**src/rtl/core/ssmd_pkg.sv**
```systemverilog
package ssmd_pkg;

    localparam int NumPlaces  = 4;
    localparam int PlaceWidth = $clog2(NumPlaces);
    localparam int BinWidth   = 24;
    localparam int BcdDigits  = 7;
    localparam int BcdWidth   = 4 * BcdDigits;

    localparam logic [1:0] KindTick   = 2'd0;
    localparam logic [1:0] KindText   = 2'd1;
    localparam logic [1:0] KindNumber = 2'd2;

    localparam logic [31:0] SatLimit   = 32'd10000000;
    localparam logic [7:0]  PointBit   = 8'h80;
    localparam logic [7:0]  BlankGlyph = 8'h00;

    typedef struct packed {
        logic [1:0]  kind;
        logic [31:0] number;
        logic [7:0]  char_first;
        logic [7:0]  char_second;
        logic [7:0]  char_third;
        logic [7:0]  char_fourth;
    } t_in_word;

    typedef struct packed {
        logic [7:0]            segments;
        logic [PlaceWidth-1:0] active_digit;
    } t_out_word;

    function automatic logic [7:0] digit_glyph(input logic [3:0] d);
        logic [7:0] g;
        case (d)
            4'd0:    g = 8'h3F;
            4'd1:    g = 8'h06;
            4'd2:    g = 8'h5B;
            4'd3:    g = 8'h4F;
            4'd4:    g = 8'h66;
            4'd5:    g = 8'h6D;
            4'd6:    g = 8'h7D;
            4'd7:    g = 8'h07;
            4'd8:    g = 8'h7F;
            4'd9:    g = 8'h6F;
            default: g = BlankGlyph;
        endcase
        return g;
    endfunction

    function automatic logic [7:0] letter_glyph(input logic [4:0] l);
        logic [7:0] g;
        case (l)
            5'd0:    g = 8'h77;
            5'd1:    g = 8'h7C;
            5'd2:    g = 8'h39;
            5'd3:    g = 8'h7E;
            5'd4:    g = 8'h79;
            5'd5:    g = 8'h71;
            5'd6:    g = 8'h3D;
            5'd7:    g = 8'h76;
            5'd8:    g = 8'h30;
            5'd9:    g = 8'h1E;
            5'd11:   g = 8'h38;
            5'd14:   g = 8'h7C;
            5'd15:   g = 8'h73;
            5'd17:   g = 8'h70;
            5'd18:   g = 8'h6D;
            5'd19:   g = 8'h78;
            5'd20:   g = 8'h3E;
            5'd24:   g = 8'h6E;
            5'd25:   g = 8'h1B;
            default: g = BlankGlyph;
        endcase
        return g;
    endfunction

    function automatic logic [7:0] char_glyph(input logic [7:0] c);
        logic [7:0] g;
        logic [7:0] off;
        g = BlankGlyph;
        if (c >= 8'h30 && c <= 8'h39) begin
            off = c - 8'h30;
            g = digit_glyph(off[3:0]);
        end else if (c >= 8'h41 && c <= 8'h5A) begin
            off = c - 8'h41;
            g = letter_glyph(off[4:0]);
        end else if (c >= 8'h61 && c <= 8'h7A) begin
            off = c - 8'h61;
            g = letter_glyph(off[4:0]);
        end
        return g;
    endfunction

endpackage

```
**src/rtl/core/ssmd_if.sv**
```systemverilog
interface ssmd_in_if;
    logic                valid;
    logic                ready;
    ssmd_pkg::t_in_word  data;
    modport source (output valid, output data, input ready);
    modport sink (input valid, input data, output ready);
endinterface

interface ssmd_out_if;
    logic                valid;
    logic                ready;
    ssmd_pkg::t_out_word data;
    modport source (output valid, output data, input ready);
    modport sink (input valid, input data, output ready);
endinterface

```
**src/rtl/core/seven_segment_mux_display.sv**
```systemverilog
// Four-place multiplexed seven-segment driver. A tick word advances the scan place and
// returns that place's pattern and index; the first tick after reset shows place 1. A text
// word maps four characters to glyphs. A number word of 10000000 or more sets every place
// to 9; a smaller one goes through a shift-and-add-3 binary to decimal converter, one bit
// per cycle over 24 bits, then a done state writes the patterns; the block takes no new
// word until it is back in idle. Tick results sit in an output register; a new word is taken
// only while that register is empty or being drained.
module seven_segment_mux_display (
    input  logic             i_clk,
    input  logic             i_rst_n,
    ssmd_in_if.sink          i_in,
    ssmd_out_if.source       o_out
);

    localparam int CountWidth = $clog2(ssmd_pkg::BinWidth + 1);

    localparam logic [1:0] StIdle = 2'd0;
    localparam logic [1:0] StConv = 2'd1;
    localparam logic [1:0] StDone = 2'd2;

    logic [1:0]                         r_state;
    logic [1:0]                         n_state;
    logic [CountWidth-1:0]              r_count;
    logic [CountWidth-1:0]              n_count;
    logic [ssmd_pkg::BinWidth-1:0]      r_bin;
    logic [ssmd_pkg::BinWidth-1:0]      n_bin;
    logic [ssmd_pkg::BcdWidth-1:0]      r_bcd;
    logic [ssmd_pkg::BcdWidth-1:0]      n_bcd;
    logic [7:0]                         r_patterns [ssmd_pkg::NumPlaces];
    logic [7:0]                         n_patterns [ssmd_pkg::NumPlaces];
    logic [ssmd_pkg::PlaceWidth-1:0]    r_scan_index;
    logic [ssmd_pkg::PlaceWidth-1:0]    n_scan_index;
    logic                               r_out_valid;
    logic                               n_out_valid;
    ssmd_pkg::t_out_word                r_out_word;
    ssmd_pkg::t_out_word                n_out_word;

    logic                               in_ready;
    logic                               in_accept;
    logic [3:0]                         dig [ssmd_pkg::BcdDigits];
    logic [3:0]                         win [ssmd_pkg::NumPlaces];
    logic [ssmd_pkg::PlaceWidth-1:0]    point_place;
    logic                               point_on;

    function automatic logic [ssmd_pkg::BcdWidth-1:0] dabble_step(
        input logic [ssmd_pkg::BcdWidth-1:0] bcd,
        input logic                          bit_in
    );
        logic [ssmd_pkg::BcdWidth-1:0] adj;
        adj = bcd;
        for (int k = 0; k < ssmd_pkg::BcdDigits; k++) begin
            if (adj[k*4 +: 4] >= 4'd5) begin
                adj[k*4 +: 4] = adj[k*4 +: 4] + 4'd3;
            end
        end
        return {adj[ssmd_pkg::BcdWidth-2:0], bit_in};
    endfunction

    assign in_ready    = (r_state == StIdle) && (!r_out_valid || o_out.ready);
    assign in_accept   = i_in.valid && in_ready;
    assign i_in.ready  = in_ready;
    assign o_out.valid = r_out_valid;
    assign o_out.data  = r_out_word;

    always_comb begin
        for (int k = 0; k < ssmd_pkg::BcdDigits; k++) begin
            dig[k] = r_bcd[k*4 +: 4];
        end
        // window of four digits and decimal point by magnitude
        if (dig[6] != 4'd0) begin
            win[0] = dig[6]; win[1] = dig[5]; win[2] = dig[4]; win[3] = dig[3];
            point_on = 1'b0; point_place = 2'd0;
        end else if (dig[5] != 4'd0) begin
            win[0] = dig[5]; win[1] = dig[4]; win[2] = dig[3]; win[3] = dig[2];
            point_on = 1'b1; point_place = 2'd1;
        end else if (dig[4] != 4'd0) begin
            win[0] = dig[4]; win[1] = dig[3]; win[2] = dig[2]; win[3] = dig[1];
            point_on = 1'b1; point_place = 2'd2;
        end else begin
            win[0] = dig[3]; win[1] = dig[2]; win[2] = dig[1]; win[3] = dig[0];
            point_on = 1'b1; point_place = 2'd3;
        end
    end

    always_comb begin
        n_state      = r_state;
        n_count      = r_count;
        n_bin        = r_bin;
        n_bcd        = r_bcd;
        n_patterns   = r_patterns;
        n_scan_index = r_scan_index;
        n_out_valid  = r_out_valid && !o_out.ready;
        n_out_word   = r_out_word;
        case (r_state)
            StIdle: begin
                if (in_accept) begin
                    case (i_in.data.kind)
                        ssmd_pkg::KindTick: begin
                            n_scan_index            = r_scan_index + 1'b1;
                            n_out_valid             = 1'b1;
                            n_out_word.segments     = r_patterns[n_scan_index];
                            n_out_word.active_digit = n_scan_index;
                        end
                        ssmd_pkg::KindText: begin
                            n_patterns[0] = ssmd_pkg::char_glyph(i_in.data.char_first);
                            n_patterns[1] = ssmd_pkg::char_glyph(i_in.data.char_second);
                            n_patterns[2] = ssmd_pkg::char_glyph(i_in.data.char_third);
                            n_patterns[3] = ssmd_pkg::char_glyph(i_in.data.char_fourth);
                        end
                        ssmd_pkg::KindNumber: begin
                            if (i_in.data.number >= ssmd_pkg::SatLimit) begin
                                for (int p = 0; p < ssmd_pkg::NumPlaces; p++) begin
                                    n_patterns[p] = ssmd_pkg::digit_glyph(4'd9);
                                end
                            end else begin
                                n_bin   = i_in.data.number[ssmd_pkg::BinWidth-1:0];
                                n_bcd   = '0;
                                n_count = CountWidth'(ssmd_pkg::BinWidth);
                                n_state = StConv;
                            end
                        end
                        default: begin
                        end
                    endcase
                end
            end
            StConv: begin
                n_bcd   = dabble_step(r_bcd, r_bin[ssmd_pkg::BinWidth-1]);
                n_bin   = {r_bin[ssmd_pkg::BinWidth-2:0], 1'b0};
                n_count = r_count - 1'b1;
                if (r_count == CountWidth'(1)) begin
                    n_state = StDone;
                end
            end
            StDone: begin
                for (int p = 0; p < ssmd_pkg::NumPlaces; p++) begin
                    n_patterns[p] = ssmd_pkg::digit_glyph(win[p]);
                end
                if (point_on) begin
                    n_patterns[point_place] = n_patterns[point_place] | ssmd_pkg::PointBit;
                end
                n_state = StIdle;
            end
            default: begin
                n_state = StIdle;
            end
        endcase
    end

    always_ff @(posedge i_clk) begin
        if (!i_rst_n) begin
            r_state      <= StIdle;
            r_count      <= '0;
            r_scan_index <= '0;
            r_out_valid  <= 1'b0;
            for (int p = 0; p < ssmd_pkg::NumPlaces; p++) begin
                r_patterns[p] <= ssmd_pkg::BlankGlyph;
            end
        end else begin
            r_state      <= n_state;
            r_count      <= n_count;
            r_scan_index <= n_scan_index;
            r_out_valid  <= n_out_valid;
            r_patterns   <= n_patterns;
        end
    end

    always_ff @(posedge i_clk) begin
        r_bin      <= n_bin;
        r_bcd      <= n_bcd;
        r_out_word <= n_out_word;
    end

    // no word taken while converting
    a_busy_not_ready: assert property (@(posedge i_clk) disable iff (!i_rst_n)
        (r_state != StIdle) |-> !i_in.ready)
        else $error("input ready while converter busy");

    // conversion counter never runs out inside the loop
    a_conv_count: assert property (@(posedge i_clk) disable iff (!i_rst_n)
        (r_state == StConv) |-> (r_count != '0))
        else $error("conversion counter at zero while converting");

    // a tick loads the output register with the next scan place
    a_tick_result: assert property (@(posedge i_clk) disable iff (!i_rst_n)
        (in_accept && i_in.data.kind == ssmd_pkg::KindTick) |=>
        (r_out_valid && r_out_word.active_digit == r_scan_index &&
         r_scan_index == $past(r_scan_index) + 1'b1))
        else $error("tick result or scan index wrong");

    // only a tick produces a result
    a_no_spurious: assert property (@(posedge i_clk) disable iff (!i_rst_n)
        (!r_out_valid && !(in_accept && i_in.data.kind == ssmd_pkg::KindTick)) |=>
        !r_out_valid)
        else $error("result without a tick");

endmodule
```
**src/flat_wrapper.sv**
```systemverilog
// flat-port wrapper written by rule: the top's interface ports become plain ports
module seven_segment_mux_display_flat 
  (i_clk, i_rst_n, i_in_valid, i_in_data, i_in_ready, o_out_valid, o_out_data, o_out_ready);
  ssmd_in_if i_in_i ();
  ssmd_out_if o_out_i ();
  input  logic i_clk;
  input  logic i_rst_n;
  input wire logic [$bits(i_in_i.valid)-1:0] i_in_valid;
  input wire logic [$bits(i_in_i.data)-1:0] i_in_data;
  output wire logic [$bits(i_in_i.ready)-1:0] i_in_ready;
  output wire logic [$bits(o_out_i.valid)-1:0] o_out_valid;
  output wire logic [$bits(o_out_i.data)-1:0] o_out_data;
  input wire logic [$bits(o_out_i.ready)-1:0] o_out_ready;
  assign i_in_i.valid = i_in_valid;
  assign i_in_i.data = i_in_data;
  assign i_in_ready = i_in_i.ready;
  assign o_out_valid = o_out_i.valid;
  assign o_out_data = o_out_i.data;
  assign o_out_i.ready = o_out_ready;
  seven_segment_mux_display u_core (.i_clk(i_clk), .i_rst_n(i_rst_n), .i_in(i_in_i), .o_out(o_out_i));
endmodule
```
**config.mk**
```make
export PLATFORM = sky130hd
export DESIGN_NAME = seven_segment_mux_display_flat
export DESIGN_NICKNAME = d
export VERILOG_FILES = /design/src/rtl/core/ssmd_pkg.sv /design/src/rtl/core/ssmd_if.sv /design/src/rtl/core/seven_segment_mux_display.sv /design/src/flat_wrapper.sv
export SDC_FILE = /design/constraint.sdc
export NUM_CORES = 1
export LEC_CHECK = 0
export ABC_AREA = 1
export BUFFER_PORTS_ARGS = -buffer_cell sky130_fd_sc_hd__buf_2
export CELL_PAD_IN_SITES_DETAIL_PLACEMENT = 1
export CELL_PAD_IN_SITES_GLOBAL_PLACEMENT = 1
export CORE_MARGIN = 2
export CORE_UTILIZATION = 40
export CTS_CLUSTER_SIZE = 40
export DETAILED_ROUTE_END_ITERATION = 8
export PLACE_DENSITY_LB_ADDON = 0.1
export SYNTH_ARGS = -nofsm -noshare
export SYNTH_HDL_FRONTEND = slang
export SYNTH_SLANG_ARGS = --single-unit
```
**constraint.sdc**
```tcl
create_clock -name i_clk -period 2.5 [get_ports i_clk]
set_input_delay 0.125 -clock i_clk [delete_from_list [all_inputs] [get_ports i_clk]]
set_output_delay 0.125 -clock i_clk [all_outputs]
set_load 0.02 [all_outputs]
```
==> flow_summary.json, run 1 <==
{
  "synth.ff_latch_count": 104,
  "dp.final_hpwl_um": 24100,
  "critPathCaptureType": "flop",
  "outcome": "finished clean",
  "final.min_clock_period_ns": 2.35,
  "maximum_number_of_pins_on_one_net_before_global_route_repair": 64,
  "worst_path_required_ns": 2.76,
  "yosys_warnings": 0,
  "power.switching_fraction": 0.320,
  "final_area_sq_mm": 0.0114,
  "dieHeight_um": 162,
  "cap_viol_max_count": 0,
  "wire_per_inst_um": 15.7,
  "area_growth_syn_to_layout_pct": 14.3,
  "clock_power_frac": 0.352,
  "io_pins": 82,
  "num_vias": 10300,
  "first_iter_violations": 514,
  "syn_area_per_cell_sq_um": 6.50,
  "cts_buffer_depth": 2,
  "max_slew.worst_pin.slew_ns": 0.884,
  "p_per_area_mw_per_mm2": 384,
  "die-width_um": 162,
  "hp-class": "in -> reg",
  "numCtsBuffers": 9,
  "count_of_flip_flops_with_a_built_in_enable_after_synthesis": 62,
  "route.antenna.remaining_nets": 0,
  "insertedDiodeCount": 0,
  "floorplan.initialDensity": 0.409,
  "grt_overflow": 0,
  "tritoncts": "done",
  "hold_viol": 0,
  "wire_length_of_the_first_global_routing_pass_um": 51500,
  "grt_antenna_before_repair": 0,
  "power.sequential.fraction": 0.429,
  "syn_nets": 1693,
  "detail_route.first_pass.iterations": 4,
  "postRouteWirelength_um": 30900,
  "ys_dominant_reg_cell": "sky130_fd_sc_hd__edfxtp_1",
  "detail_route.vias_per_cell": 5.21,
  "mappedNetlistArea_sq_mm": 0.0100,
  "cell_area_after_placement_sq_mm": 0.0110,
  "cts-hold-fix-buffers": 0,
  "drive_above_1_share": 0.152,
  "rows": 57,
  "htreeDepth": 3,
  "timing.setup.critical_path_class": "reg -> reg",
  "mostFrequentLayoutCell": "sky130_fd_sc_hd__nand2_1",
  "clockRootBuffer": "sky130_fd_sc_hd__clkbuf_16",
  "final_net_count": 1798,
  "power.leakage_nw": 5.42,
  "timing.critical_path.arrival_ns": 2.61,
  "seq_area_frac_synth": 0.270,
  "port_buffers": 81,
  "maxSlewHeadroom": 0.410,
  "vias_in_the_first_global_route": 10500,
  "post-route-period-util": 0.940,
  "p_comb_frac": 0.219,
  "fin_worst_skew_ns": 0.00872,
  "reg2regPathDepth": 16,
  "postLayoutCoreUtil": 0.468,
  "intPower_mw": 2.99,
  "startpoint_type": "flop",
  "crit_path_max_fanout": 8,
  "clk-insertion-delay-late_ns": 0.37,
  "vdd_drop_max_mv": 0.245,
  "slew_violations": 0,
  "drt_drc_violations_left": 0,
  "power.net_switching_mw": 1.40,
  "core-area_sq_mm": 0.0245,
  "netlist_instances": 1538,
  "cts_sinks": 104,
  "worst_hold_path.num_cells": 3,
  "die_ar_sq_mm": 0.0263,
  "mostFrequentLayoutCells": "442 x sky130_fd_sc_hd__nand2_1, 200 x sky130_fd_sc_hd__nor2_1, 162 x sky130_fd_sc_hd__inv_1",
  "async_reset_ff_frac": 0,
  "maxClockFrequency_mhz": 425,
  "finalSetupViolations": 0,
  "path_clk_slew_ns": 0.08,
  "post_synth_num_cell_types": 46,
  "n_fill_cell": 3302,
  "finalWeightedCongestion": 0.880,
  "global_route_usage_sum": 0.238
}
[Yosys cell counts (all sizes together), types with 3 or more instances]
library cell	count	area [sq um]
nand3	166	921
ha	85	1060
buf	20	113
o21bai	13	97.6
dfxtp	42	841
or2	3	18.8
clkinv	3	11.3
inv	177	664
o21ai	85	444
nand3b	10	75.1
a21oi	74	374
nand2	470	1880
nand4	14	87.6
edfxtp	62	1860
xor2	7	61.3
nor3	13	70.1
o211ai	10	75.1
a211oi	3	22.5
o22ai	6	37.5
a22oi	9	67.6
clkbuf	21	78.8
nor2	225	978
o41ai	7	61.3
o21a	4	30.0
[per-stage QoR]
step                      std cells  hold WS, ns  setup WS (ns)  total power [mW]  TNS, ns
final                          1972       0.0239          0.149              4.39        0
after global placement         1949        0.390          0.112              2.86        0
after floorplan                1538        0.304          0.116              2.55        0
after detailed placement       1949        0.397       -0.00993              2.88  -0.0126
after global routing           1972       0.0405        -0.0553              4.61   -0.139
after CTS                      1965       0.0147         0.0291              4.41        0
[final cells by class]
class                   instances  area (sq um)  share of cell area
repair buffers                135           860              0.0751
clock buffers                   9           225              0.0197
multi-input cells            1213          6480               0.567
well taps                     324           405              0.0354
inverters                     180           679              0.0594
clock inverters                 7          83.8             0.00733
flip-flops and latches        104          2700               0.236
[metal layers]
metal  wire length (um)  share of wire  vias up  global-route usage
met2              14700           0.47      122               0.412
met4                299         0.0097        0              0.0402
met5                  0              0        -                   0
met3                719          0.023       24              0.0232
met1              15200           0.49     4915               0.326
li1                   -              -     5218                   -
[registers in the layout, summed over array words and instances, names as in the netlist]
register and count:
u_core.r_bcd 28, u_core.r_bin 24, u_core.r_state 2, u_core.r_patterns 32, u_core.o_out.valid 1, u_core.r_scan_index 2
u_core.o_out.data 10, u_core.r_count 5
[worst paths after layout]
check                   startpoint                     to  slack (ns)
min reg2reg  u_core.r_patterns[31]  u_core.r_patterns[31]        0.46
min                  i_in_data[33]        u_core.r_bin[1]        0.02
max               u_core.r_bcd[24]  u_core.r_patterns[17]        0.15
max reg2reg       u_core.r_bcd[24]  u_core.r_patterns[17]        0.15
[critical path, cell delays in order, from the launching register on]
cell and delay (ns):
sky130_fd_sc_hd__edfxtp_1 0.42, sky130_fd_sc_hd__inv_2 0.10, sky130_fd_sc_hd__ha_4 0.17, sky130_fd_sc_hd__nand2_2 0.10, sky130_fd_sc_hd__nor2_4 0.14, sky130_fd_sc_hd__buf_12 0.14, sky130_fd_sc_hd__nand2_4 0.07, sky130_fd_sc_hd__o21ai_1 0.25
sky130_fd_sc_hd__nor2_4 0.10, sky130_fd_sc_hd__ha_1 0.29, sky130_fd_sc_hd__nand3_1 0.09, sky130_fd_sc_hd__nand2_1 0.07, sky130_fd_sc_hd__nand3_1 0.06, sky130_fd_sc_hd__nand2_1 0.07, sky130_fd_sc_hd__clkinv_1 0.05, sky130_fd_sc_hd__o21ai_1 0.06
sky130_fd_sc_hd__nor2_1 0.05
[power by group through the flow]
stage | sequential (mW) | clock (mW) | combinational [mW]
after floorplan | 1.91 | 0 | 0.634
after global placement | 1.92 | 0 | 0.938
after detailed placement | 1.92 | 0 | 0.959
after CTS | 1.88 | 1.57 | 0.964
after global routing | 1.89 | 1.62 | 1.11
final | 1.88 | 1.55 | 0.963
[logic make-up after synthesis]
logic type | count (synthesis) | synth area share
buffers and inverters | 221 | 0.0867
flip-flops | 104 | 0.270
adder cells (fa/ha/maj) | 85 | 0.106
AND/OR/NAND/NOR | 903 | 0.404
XOR/XNOR | 7 | 0.00613
AO/OA/AOI/OAI | 218 | 0.126
[what timing repair did]
action	4_1_cts	5_1_grt
resized for setup	1	18
setup endpoints to repair	2	28
setup buffers	0	7
pin swaps	0	2
Power figures use the tool's default switching activity.
==> run 2: changes to the inputs <==
--- a/config.mk
+++ b/config.mk
@@ -10,7 +10,7 @@
 export CELL_PAD_IN_SITES_DETAIL_PLACEMENT = 1
 export CELL_PAD_IN_SITES_GLOBAL_PLACEMENT = 1
 export CORE_MARGIN = 2
-export CORE_UTILIZATION = 40
+export CORE_UTILIZATION = 42
 export CTS_CLUSTER_SIZE = 40
 export DETAILED_ROUTE_END_ITERATION = 8
 export PLACE_DENSITY_LB_ADDON = 0.1
==> constraint.sdc (replaced) <==
create_clock -name i_clk -period 2.9 [get_ports i_clk]
set_input_delay 0.145 -clock i_clk [delete_from_list [all_inputs] [get_ports i_clk]]
set_output_delay 0.145 -clock i_clk [all_outputs]
set_load 0.02 [all_outputs]
==> flow_summary.json, run 2 (synthesis results as in run 1) <==
{
  "outcome": "finished clean",
  "postRouteWirelength_um": 29600,
  "startpoint_type": "flop",
  "power.net_switching_mw": 1.18,
  "maxClockFrequency_mhz": 374,
  "instances_no_fill": 1933,
  "floorplan.initialDensity": 0.428,
  "final_area_sq_mm": 0.0111,
  "fin_worst_setup_slack_ns": 0.227,
  "cell_area_after_placement_sq_mm": 0.0108,
  "die_ar_sq_mm": 0.0251,
  "die-width_um": 158,
  "fin_worst_hold_slack_ns": 0.0493,
  "mostFrequentLayoutCell": "sky130_fd_sc_hd__nand2_1",
  "post-place-ws_ns": 0.183,
  "grt_antenna_before_repair": 0,
  "final.min_clock_period_ns": 2.67,
  "timing.critical_path.arrival_ns": 2.92,
  "reg2regPathDepth": 16,
  "largest_register_ffs": 32,
  "maxSlewHeadroom": 0.429,
  "postLayoutCoreUtil": 0.473,
  "vias_in_the_first_global_route": 10000,
  "worst_hold_path.num_cells": 3,
  "fin_worst_skew_ns": 0.0120,
  "worst-path-stages": 16,
  "p_comb_frac": 0.221,
  "finalSetupViolations": 0,
  "clockRootBuffer": "sky130_fd_sc_hd__clkbuf_16",
  "dp.final_hpwl_um": 23100,
  "max_stage_delay_ns": 0.45,
  "num_vias": 10100,
  "n_fill_cell": 3242,
  "regToRegSetupSlack_ns": 0.23,
  "maximum_number_of_pins_on_one_net_before_global_route_repair": 64,
  "clock_power_frac": 0.334,
  "vdd_drop_max_mv": 0.228,
  "max_flop_register": "u_core.r_patterns",
  "p_per_area_mw_per_mm2": 330,
  "cts_buffer_depth": 2,
  "global_route_usage_sum": 0.242,
  "finalWeightedCongestion": 0.854,
  "hold_viol": 0,
  "detail_route.vias_per_cell": 5.21,
  "first_iter_violations": 466,
  "cp_num_buf_inv": 4,
  "cts_post_setup_buffers_inserted": 0,
  "mostFrequentLayoutCells": "443 x sky130_fd_sc_hd__nand2_1, 200 x sky130_fd_sc_hd__nor2_1, 166 x sky130_fd_sc_hd__inv_1",
  "numCtsBuffers": 9,
  "worst_path_max_delay_cell": "sky130_fd_sc_hd__edfxtp_1",
  "core-area_sq_mm": 0.0234,
  "area_growth_syn_to_layout_pct": 10.8,
  "crit_path_max_fanout": 13,
  "max_slew.worst_pin.slew_ns": 0.856,
  "power.switching_fraction": 0.322,
  "cts.repair.resized": 0,
  "unrepaired_setup_endpoints_after_global_routing": "false",
  "route.antenna.remaining_nets": 0,
  "drt_drc_violations_left": 0,
  "grt_overflow": 0,
  "critPathCaptureType": "flop",
  "worst_path_required_ns": 3.14,
  "power.leakage_nw": 5.24,
  "critical-path-top-delay-family": "simple AND/OR/NAND/NOR gates",
  "timing.setup.critical_path_class": "reg -> reg",
  "clk-insertion-delay-late_ns": 0.36,
  "slew_violations": 0,
  "largest_registers": "u_core.r_patterns: 32 flops, u_core.r_bcd: 28 flops, u_core.r_bin: 24 flops",
  "cts_sinks": 104,
  "dp.cells": 1917,
  "power.sequential.fraction": 0.445,
  "insertedDiodeCount": 0,
  "port_buffers": 81,
  "wire_length_of_the_first_global_routing_pass_um": 49300,
  "htreeDepth": 3,
  "path_clk_slew_ns": 0.08,
  "wire_per_inst_um": 15.3,
  "final_net_count": 1764,
  "setup-tns-final_ns": 0,
  "worstPathCellList": "inv_1, ha_1, nand3_4, nor2_8, inv_2, nor2_1, inv_1, o21a_1, ha_1, nand3_1, nand2_1, nand3_1, nand2_1, clkinv_1, o21ai_1, nor2_1",
  "intPower_mw": 2.48,
  "cts-hold-fix-buffers": 0,
  "post-route-period-util": 0.922,
  "detail_route.first_pass.iterations": 5,
  "total_power_mw": 3.65,
  "dieHeight_um": 158,
  "tritoncts": "done",
  "drive_above_1_share": 0.126,
  "rows": 56,
  "cap_viol_max_count": 0,
  "io_pins": 82,
  "hp-class": "in -> reg"
}
[run 2: cell count changes in the layout (fill, tap and decap cells not counted), moves of 2 or more]
cell / delta
sky130_fd_sc_hd__inv_2: -3
sky130_fd_sc_hd__o22ai_2: -2
sky130_fd_sc_hd__inv_1: +4
sky130_fd_sc_hd__o21a_2: -4
sky130_fd_sc_hd__o22ai_1: +2
sky130_fd_sc_hd__buf_4: -30
sky130_fd_sc_hd__o21a_1: +4
sky130_fd_sc_hd__buf_12: -2
[run 2: path summary, 6_finish.rpt]
path	startpoint	end
worst max register to register	u_core.r_bcd[20]	u_core.r_patterns[17]
worst min register to register	u_core.r_patterns[31]	u_core.r_patterns[31]
worst max-delay path	u_core.r_bcd[20]	u_core.r_patterns[17]
worst min-delay path	i_in_data[35]	u_core.r_bin[3]
[run 2: routing by layer]
| layer | share of wire | GRT usage | up-vias |
|---|---|---|---|
| met5 | 0 | 0 | - |
| met4 | 0.0086 | 0.0399 | 0 |
| met3 | 0.031 | 0.0245 | 17 |
| met2 | 0.47 | 0.416 | 147 |
| met1 | 0.49 | 0.335 | 4770 |
| li1 | - | - | 5146 |
[run 2: cell type report]
cell class	instances	area, sq um	share of cell area
clock inverter	6	61.3	0.00553
tap	319	399	0.0360
timing repair buffer	101	568	0.0513
multi-input combinational	1213	6440	0.582
sequential	104	2700	0.244
clock buffer	10	229	0.0207
inverter	180	676	0.0610
[run 2: worst reg2reg max path, delay by kind of cell, from the launching register on]
kind	cells	cell delay, ns
AO/OA/AOI/OAI	2	0.34
AND/OR/NAND/NOR	8	0.84
flip-flops	1	0.45
buffers and inverters	4	0.41
adder cells (fa/ha/maj)	2	0.51
[run 2: power groups by stage]
| stage | Combinational [mW] | Clock [mW] | Sequential (mW) |
|---|---|---|---|
| 2_1_floorplan | 0.547 | 0 | 1.65 |
| 3_3_place_gp | 0.783 | 0 | 1.66 |
| 3_5_place_dp | 0.802 | 0 | 1.66 |
| 4_1_cts | 0.807 | 1.24 | 1.62 |
| 5_1_grt | 0.928 | 1.30 | 1.63 |
| 6_report | 0.808 | 1.22 | 1.62 |
